--- config.mk ---
export PLATFORM = sky130hd
export DESIGN_NAME = exact_color_palette_indexer_core
export DESIGN_NICKNAME = d
export VERILOG_FILES = /design/src/hdl/ecpi_pkg.sv /design/src/hdl/exact_color_palette_indexer_core.sv /design/src/hdl/ecpi_ctrl.sv /design/src/hdl/ecpi_dp.sv
export SDC_FILE = /design/constraint.sdc
export NUM_CORES = 2
export LEC_CHECK = 0
export BUFFER_PORTS_ARGS = -buffer_cell sky130_fd_sc_hd__buf_2
export CORE_MARGIN = 3
export CORE_UTILIZATION = 45
export CTS_CLUSTER_DIAMETER = 30
export CTS_CLUSTER_SIZE = 28
export DETAILED_ROUTE_END_ITERATION = 12
export HOLD_SLACK_MARGIN = 0.02
export SLEW_MARGIN = 20
export SYNTH_ARGS = -nofsm -noshare
export SYNTH_HDL_FRONTEND = slang
export SYNTH_SLANG_ARGS = --single-unit
--- constraint.sdc ---
create_clock -name clk -period 4.6 [get_ports clk]
set_input_delay 1.15 -clock clk [delete_from_list [all_inputs] [get_ports clk]]
set_output_delay 1.15 -clock clk [all_outputs]
set_load 0.005 [all_outputs]
--- src/hdl/ecpi_pkg.sv ---
// Shared types and constants for the exact color palette indexer.
package ecpi_pkg;

    localparam int PALETTE_DEPTH = 64;
    localparam int IDX_W         = $clog2(PALETTE_DEPTH);
    localparam int CNT_W         = $clog2(PALETTE_DEPTH + 1);
    localparam int CODE_W        = 8;
    localparam int COLOR_W       = 24;
    localparam int DATA_W        = 32;
    localparam int PADDR_W       = 3;
    localparam int PDATA_W       = 32;

    localparam logic [CODE_W-1:0]     TRANSP_CODE_RESET = CODE_W'(255);
    localparam logic [PADDR_W-1:0]    ADDR_TRANSP_CODE  = PADDR_W'(0);
    localparam logic [CNT_W-1:0]      DEPTH_COUNT       = CNT_W'(PALETTE_DEPTH);

    typedef enum logic [1:0] {
        RES_TRANSP = 2'd0,
        RES_HIT    = 2'd1,
        RES_MISS   = 2'd2
    } ecpi_res_t;

    // Commands from the controller to the datapath.
    typedef struct packed {
        logic      load;
        logic      rd;
        logic      step;
        logic      fin;
        ecpi_res_t kind;
    } ecpi_cmd_t;

    // Status from the datapath to the controller.
    typedef struct packed {
        logic transp;
        logic used_zero;
        logic match;
        logic last;
        logic out_busy;
    } ecpi_stat_t;

endpackage

--- src/hdl/exact_color_palette_indexer_core.sv ---
// Top level of the exact color palette indexer: stream ports, APB port, controller and datapath.
//
// Each pixel is taken in, then its RGB value is compared against the palette entries in use,
// one entry at a time through the single registered read port of the 64-entry palette
// memory, each entry read in ST_READ and compared in ST_CMP. A transparent pixel or a pixel
// meeting an empty palette skips the search; otherwise the search stops at the first match,
// or after all entries in use when nothing matches. The result is registered before m_tvalid
// rises. One pixel is in work at a time; the next pixel is accepted as soon as the previous
// result sits in the output register, even while that result still waits for m_tready. The
// palette memory needs no clearing after reset: only entries written since reset or the last
// frame start are ever compared.
module exact_color_palette_indexer_core (
    input  logic                            clk,
    input  logic                            rst_n,
    input  logic                            s_tvalid,
    output logic                            s_tready,
    input  logic [ecpi_pkg::DATA_W-1:0]     s_tdata,   // red, green, blue, alpha
    input  logic [0:0]                      s_tuser,   // frame_start
    output logic                            m_tvalid,
    input  logic                            m_tready,
    output logic [ecpi_pkg::DATA_W-1:0]     m_tdata,   // code, new_color
    output logic [1:0]                      m_tuser,   // overflow, new_entry
    input  logic                            psel,
    input  logic                            penable,
    input  logic                            pwrite,
    input  logic [ecpi_pkg::PADDR_W-1:0]    paddr,
    input  logic [ecpi_pkg::PDATA_W-1:0]    pwdata,
    output logic [ecpi_pkg::PDATA_W-1:0]    prdata,
    output logic                            pready
);
    import ecpi_pkg::*;

    ecpi_cmd_t          cmd;
    ecpi_stat_t         stat;
    logic [CODE_W-1:0]  out_code;
    logic               out_overflow;
    logic               out_new_entry;
    logic [COLOR_W-1:0] out_new_color;
    logic               cfg_we;
    logic [CODE_W-1:0]  transp_code;

    assign pready = 1'b1;
    assign cfg_we = psel && penable && pwrite && pready && (paddr == ADDR_TRANSP_CODE);
    assign prdata = (paddr == ADDR_TRANSP_CODE) ? PDATA_W'(transp_code) : '0;

    ecpi_ctrl u_ctrl (
        .clk      (clk),
        .rst_n    (rst_n),
        .in_valid (s_tvalid),
        .in_ready (s_tready),
        .stat     (stat),
        .cmd      (cmd)
    );

    ecpi_dp u_dp (
        .clk             (clk),
        .rst_n           (rst_n),
        .cmd             (cmd),
        .stat            (stat),
        .in_data         (s_tdata),
        .in_frame_start  (s_tuser[0]),
        .out_valid       (m_tvalid),
        .out_ready       (m_tready),
        .out_code        (out_code),
        .out_overflow    (out_overflow),
        .out_new_entry   (out_new_entry),
        .out_new_color   (out_new_color),
        .cfg_we          (cfg_we),
        .cfg_wdata       (pwdata[CODE_W-1:0]),
        .cfg_transp_code (transp_code)
    );

    assign m_tdata = {out_new_color, out_code};
    assign m_tuser = {out_new_entry, out_overflow};

endmodule

--- src/hdl/ecpi_ctrl.sv ---
// Controller state machine: sequences capture, palette search and result load.
module ecpi_ctrl (
    input  logic               clk,
    input  logic               rst_n,
    input  logic               in_valid,
    output logic               in_ready,
    input  ecpi_pkg::ecpi_stat_t stat,
    output ecpi_pkg::ecpi_cmd_t  cmd
);
    import ecpi_pkg::*;

    typedef enum logic [4:0] {
        ST_IDLE   = 5'b00001,
        ST_CHECK  = 5'b00010,
        ST_READ   = 5'b00100,
        ST_CMP    = 5'b01000,
        ST_FINISH = 5'b10000
    } ecpi_state_t;

    ecpi_state_t state_reg, state_next;
    ecpi_res_t   kind_reg, kind_next;

    always_ff @(posedge clk or negedge rst_n)
    begin
        if (!rst_n)
        begin
            state_reg <= ST_IDLE;
            kind_reg  <= RES_TRANSP;
        end
        else
        begin
            state_reg <= state_next;
            kind_reg  <= kind_next;
        end
    end

    always_comb
    begin
        state_next = state_reg;
        kind_next  = kind_reg;
        cmd.load   = 1'b0;
        cmd.rd     = 1'b0;
        cmd.step   = 1'b0;
        cmd.fin    = 1'b0;
        cmd.kind   = kind_reg;
        in_ready   = 1'b0;
        unique case (state_reg)
            ST_IDLE:
            begin
                in_ready = 1'b1;
                if (in_valid)
                begin
                    cmd.load   = 1'b1;
                    state_next = ST_CHECK;
                end
            end
            ST_CHECK:
            begin
                priority if (stat.transp)
                begin
                    kind_next  = RES_TRANSP;
                    state_next = ST_FINISH;
                end
                else if (stat.used_zero)
                begin
                    kind_next  = RES_MISS;
                    state_next = ST_FINISH;
                end
                else
                begin
                    state_next = ST_READ;
                end
            end
            ST_READ:
            begin
                cmd.rd     = 1'b1;
                state_next = ST_CMP;
            end
            ST_CMP:
            begin
                priority if (stat.match)
                begin
                    kind_next  = RES_HIT;
                    state_next = ST_FINISH;
                end
                else if (stat.last)
                begin
                    kind_next  = RES_MISS;
                    state_next = ST_FINISH;
                end
                else
                begin
                    cmd.step   = 1'b1;
                    state_next = ST_READ;
                end
            end
            ST_FINISH:
            begin
                // hold until the output register is free
                if (!stat.out_busy)
                begin
                    cmd.fin    = 1'b1;
                    state_next = ST_IDLE;
                end
            end
            default:
            begin
                state_next = ST_IDLE;
            end
        endcase
    end

endmodule

--- src/hdl/ecpi_dp.sv ---
// Datapath: pixel capture, palette memory, search index, result register, config.
module ecpi_dp (
    input  logic                           clk,
    input  logic                           rst_n,
    input  ecpi_pkg::ecpi_cmd_t            cmd,
    output ecpi_pkg::ecpi_stat_t           stat,
    input  logic [ecpi_pkg::DATA_W-1:0]    in_data,
    input  logic                           in_frame_start,
    output logic                           out_valid,
    input  logic                           out_ready,
    output logic [ecpi_pkg::CODE_W-1:0]    out_code,
    output logic                           out_overflow,
    output logic                           out_new_entry,
    output logic [ecpi_pkg::COLOR_W-1:0]   out_new_color,
    input  logic                           cfg_we,
    input  logic [ecpi_pkg::CODE_W-1:0]    cfg_wdata,
    output logic [ecpi_pkg::CODE_W-1:0]    cfg_transp_code
);
    import ecpi_pkg::*;

    logic [COLOR_W-1:0] palette_mem [PALETTE_DEPTH];

    logic [COLOR_W-1:0] color_reg;
    logic               transp_reg;
    logic [CNT_W-1:0]   used_reg, used_next;
    logic [IDX_W-1:0]   idx_reg, idx_next;
    logic [COLOR_W-1:0] rd_data_reg;
    logic [CODE_W-1:0]  tcode_reg;

    logic               oval_reg, oval_next;
    logic [CODE_W-1:0]  ocode_reg, ocode_next;
    logic               oovf_reg, oovf_next;
    logic               onew_reg, onew_next;
    logic [COLOR_W-1:0] ocolor_reg, ocolor_next;

    logic               full;
    logic               append;
    logic [COLOR_W-1:0] in_color;

    // red sits lowest on the bus, highest in the packed color
    assign in_color = {in_data[7:0], in_data[15:8], in_data[23:16]};
    assign full     = (used_reg == DEPTH_COUNT);
    assign append   = cmd.fin && (cmd.kind == RES_MISS) && !full;

    assign stat.transp    = transp_reg;
    assign stat.used_zero = (used_reg == '0);
    assign stat.match     = (rd_data_reg == color_reg);
    assign stat.last      = ((CNT_W'(idx_reg) + CNT_W'(1)) == used_reg);
    assign stat.out_busy  = oval_reg && !out_ready;

    always_comb
    begin
        used_next = used_reg;
        idx_next  = idx_reg;
        if (cmd.load)
        begin
            if (in_frame_start)
            begin
                used_next = '0;
            end
            idx_next = '0;
        end
        if (cmd.step)
        begin
            idx_next = idx_reg + IDX_W'(1);
        end
        if (append)
        begin
            used_next = used_reg + CNT_W'(1);
        end
    end

    always_comb
    begin
        oval_next   = oval_reg;
        ocode_next  = ocode_reg;
        oovf_next   = oovf_reg;
        onew_next   = onew_reg;
        ocolor_next = ocolor_reg;
        if (oval_reg && out_ready)
        begin
            oval_next = 1'b0;
        end
        if (cmd.fin)
        begin
            oval_next   = 1'b1;
            oovf_next   = 1'b0;
            onew_next   = 1'b0;
            ocolor_next = '0;
            unique case (cmd.kind)
                RES_TRANSP:
                begin
                    ocode_next = tcode_reg;
                end
                RES_HIT:
                begin
                    ocode_next = CODE_W'(idx_reg);
                end
                RES_MISS:
                begin
                    if (full)
                    begin
                        ocode_next = '0;
                        oovf_next  = 1'b1;
                    end
                    else
                    begin
                        ocode_next  = CODE_W'(used_reg);
                        onew_next   = 1'b1;
                        ocolor_next = color_reg;
                    end
                end
                default:
                begin
                    ocode_next = '0;
                end
            endcase
        end
    end

    always_ff @(posedge clk or negedge rst_n)
    begin
        if (!rst_n)
        begin
            used_reg  <= '0;
            idx_reg   <= '0;
            oval_reg  <= 1'b0;
            tcode_reg <= TRANSP_CODE_RESET;
        end
        else
        begin
            used_reg <= used_next;
            idx_reg  <= idx_next;
            oval_reg <= oval_next;
            if (cfg_we)
            begin
                tcode_reg <= cfg_wdata;
            end
        end
    end

    always_ff @(posedge clk)
    begin
        if (cmd.load)
        begin
            color_reg  <= in_color;
            transp_reg <= (in_data[31:24] == 8'd0);
        end
        ocode_reg  <= ocode_next;
        oovf_reg   <= oovf_next;
        onew_reg   <= onew_next;
        ocolor_reg <= ocolor_next;
    end

    // palette memory: one write port, one registered read port
    always_ff @(posedge clk)
    begin
        if (append)
        begin
            palette_mem[used_reg[IDX_W-1:0]] <= color_reg;
        end
        if (cmd.rd)
        begin
            rd_data_reg <= palette_mem[idx_reg];
        end
    end

    assign out_valid       = oval_reg;
    assign out_code        = ocode_reg;
    assign out_overflow    = oovf_reg;
    assign out_new_entry   = onew_reg;
    assign out_new_color   = ocolor_reg;
    assign cfg_transp_code = tcode_reg;

endmodule

==> key figures <==
Global routing
  • Vias in the first global route: 31500
  • First-pass GRT wire length: 227000 um
  • Grt total ovfl: 0
  • Pin count of the biggest net entering global routing: 87
  • GRT Overall Usage: 0.221
  • Initial antenna violation count: 10

Yosys
  • Synth Register Bits: 1648
  • Synth area leaders: edfxtp_1 77%, mux4_2 18%, dfrtp_1 0.79%
  • Mapped Cells: 2612
  • Post-synth top area cell: edfxtp_1
  • Area fraction of the dominant cell type after synthesis: 0.768
  • Sequential share of the synthesized area: 0.779
  • Dominant synthesized flop cell: edfxtp_1
  • Post-Syn Area: 63300 um^2
  • Post-synth EDFFs: 1619
  • Syn avg cell area: 24.2 um^2
  • Post-synth ARST share: 0.0176
  • Synth warn: 0
  • Yosys cell types: 54
  • Post-synth top cells: 1619 x edfxtp_1, 504 x mux4_2, 81 x nor2_1, 66 x clkbuf_1, 34 x buf_2
  • Cell with the most instances after synthesis: edfxtp_1

Flow run
  • Max_cap viols: 0

Power
  • Int Pwr: 34.1 mW
  • Flop pwr share: 0.406
  • Static Leak: 24.8 nW
  • Total power: 43.4 mW
  • Pwr dens: 555 nW/um^2
  • Peak supply drop: 0.303 mV
  • Comb pwr share: 0.040
  • Sw power: 9.31 mW
  • Sw Share: 0.214
  • Clock network power share: 0.554

Placement
  • Placed insts: 4574
  • IO buf count: 94
  • Final Wtd Congestion: 0.815
  • DP HPWL: 87100 um

Die
  • Core Area: 140000 um^2
  • Die width: 381 um
  • Die H: 381 um
  • # IOs: 144
  • Die area: 145000 um^2
  • Initial Util: 0.454
  • # rows: 137

Final layout
  • Register Area: 49400 um^2
  • Synth-to-layout area growth: 23.6%
  • # fillers: 10100
  • Layout net count: 3121
  • Multi-input gate area: 13400 um^2
  • Max reg flops: 1536
  • Share of layout cells above drive strength 1: 0.408
  • Final cell count without fillers: 5188

STA
  • Setup_tns: 0 ns
  • Final min period: 4.09 ns
  • Setup violators final: 0
  • Final hold violation count: 0
  • Tcrit/Tclk final: 0.890
  • Peak Freq: 244 MHz
  • Relative slew slack: 0.319
  • Skew final: 0.0555 ns
  • Slew Limit Fails: 0
  • RSZ-0062 raised after global routing: false
  • Worst-margin pin slew: 1.02 ns

Clock tree
  • Post-CTS Setup Bufs: 0
  • TritonCTS clock tree: yes
  • Hold buffers post-CTS: 0
  • CTS Root Buffer Type: clkbuf_16
  • Max clock buf depth: 4
  • Clk sink count: 1648
  • Htree depth: 5
  • Latest clock arrival within the worst-skew pair: 0.93 ns
  • Clock slew at reported path FFs: 0.05 ns
  • Post-CTS sizing: 0
  • Cts bufs inserted: 342

Drt
  • Initial DRC Count: 3277
  • DR DRC count: 0
  • Final ANT Viol Nets: 0
  • Via count: 29900
  • Post-DR wirelength/cell: 30.6 um
  • Drt via density: 5.77
  • DRT Wirelength: 159000 um
  • Pre-antenna DRT Iters: 5

Worst hold path
  • Min-delay worst type: in -> async

Worst setup path
  • Worst setup EP type: register
  • CP startpoint kind: register
  • Crit Path Max Fanout: 26
  • Worst path required time: 5.11 ns
  • Crit path kind: reg -> reg
  • CP arrival: 4.60 ns

Outcome
  • Status: completed
-- path summary, 6_finish.rpt --
kind,startpoint,to,slack [ns],depth (start not counted)
worst max-delay path,u_dp.used_reg[0]$_DFFE_PN0P_,u_dp.palette_mem[35][0]$_DFFE_PP_,0.51,9
worst min-delay path,rst_n,u_dp.idx_reg[0]$_DFFE_PN0P_,0.33,1
worst max register to register,u_dp.used_reg[0]$_DFFE_PN0P_,u_dp.palette_mem[35][0]$_DFFE_PP_,0.51,9
worst min register to register,u_ctrl.state_reg[4]$_DFFE_PN0P_,u_ctrl.state_reg[3]$_DFFE_PN0P_,0.59,1
max in group asynchronous,rst_n,u_dp.idx_reg[4]$_DFFE_PN0P_,3.72,1
min in group clk,s_tdata[5],u_dp.color_reg[21]$_DFFE_PP_,0.41,1
-- power groups by stage --
stage | Clock [mW] | Combinational [mW] | Sequential [mW]
after floorplan | 0 | 0.469 | 18.2
final | 24.1 | 1.75 | 17.6
after global placement | 0 | 1.65 | 17.9
after detailed placement | 0 | 1.77 | 17.9
after CTS | 24.4 | 1.77 | 17.6
after global routing | 25.2 | 1.88 | 17.6
-- routing by layer --
| layer | GRT usage | part of all wire | up-vias |
|---|---|---|---|
| met2 | 0.351 | 0.49 | 1354 |
| met3 | 0.0542 | 0.082 | 284 |
| met1 | 0.298 | 0.39 | 16100 |
| met4 | 0.0853 | 0.033 | 2 |
| met5 | 0 | 0.000063 | - |
| li1 | - | - | 12200 |
-- layout make-up --
cell class / instances / area share
Antenna cell: 7 / 0.000224
Clock buffer: 379 / 0.113
Clock inverter: 227 / 0.0325
Inverter: 6 / 0.000288
Multi-Input combinational cell: 823 / 0.172
Sequential cell: 1648 / 0.631
Tap cell: 1876 / 0.0300
Timing Repair Buffer: 222 / 0.0211
-- critical path: stages, from the launching register on --
cell,delay [ns]
dfrtp_1,0.54
inv_1,0.09
ha_1,0.20
nor2b_1,0.16
a31oi_2,0.22
buf_4,0.32
nor3b_2,0.54
nand3_1,0.83
nor2_2,0.30
buf_4,0.47
-- kinds of logic after synthesis --
family                   count (synthesis)  synth area share
flip-flops                            1648             0.779
buffers and inverters                  164            0.0127
multiplexers                           522             0.182
adder cells (fa/ha/maj)                  3          0.000593
XOR/XNOR                                33           0.00456
AND/OR/NAND/NOR                        201            0.0162
AO/OA/AOI/OAI                           39           0.00405
other                                    2          0.000119
-- cells in the final DEF, fill, tap and decap left out, drive strengths merged, types with 20 or more instances in the layout --
master	n
inv	38
nand2	25
bufinv	45
clkinv	117
clkinvlp	33
dfrtp	20
conb	25
nor2	81
buf	222
xor2	29
clkbuf	379
edfxtp	1619
and2	33
mux4	504
-- metrics by stage --
| step | area, um^2 | utilization | setup WS (ns) | hold slack (ns) |
|---|---|---|---|---|
| 2_1_floorplan | 63400 | - | 0.835 | 0.476 |
| 6_report | 78200 | 0.561 | 0.507 | 0.327 |
| 5_1_grt | 78200 | 0.561 | 0.391 | 0.343 |
| 4_1_cts | 78200 | 0.560 | 0.605 | 0.289 |
| 3_5_place_dp | 66800 | 0.479 | 0.615 | 0.573 |
| 3_3_place_gp | 66800 | 0.479 | 0.681 | 0.541 |
Note: power is estimated with default switching activity, not from simulation.
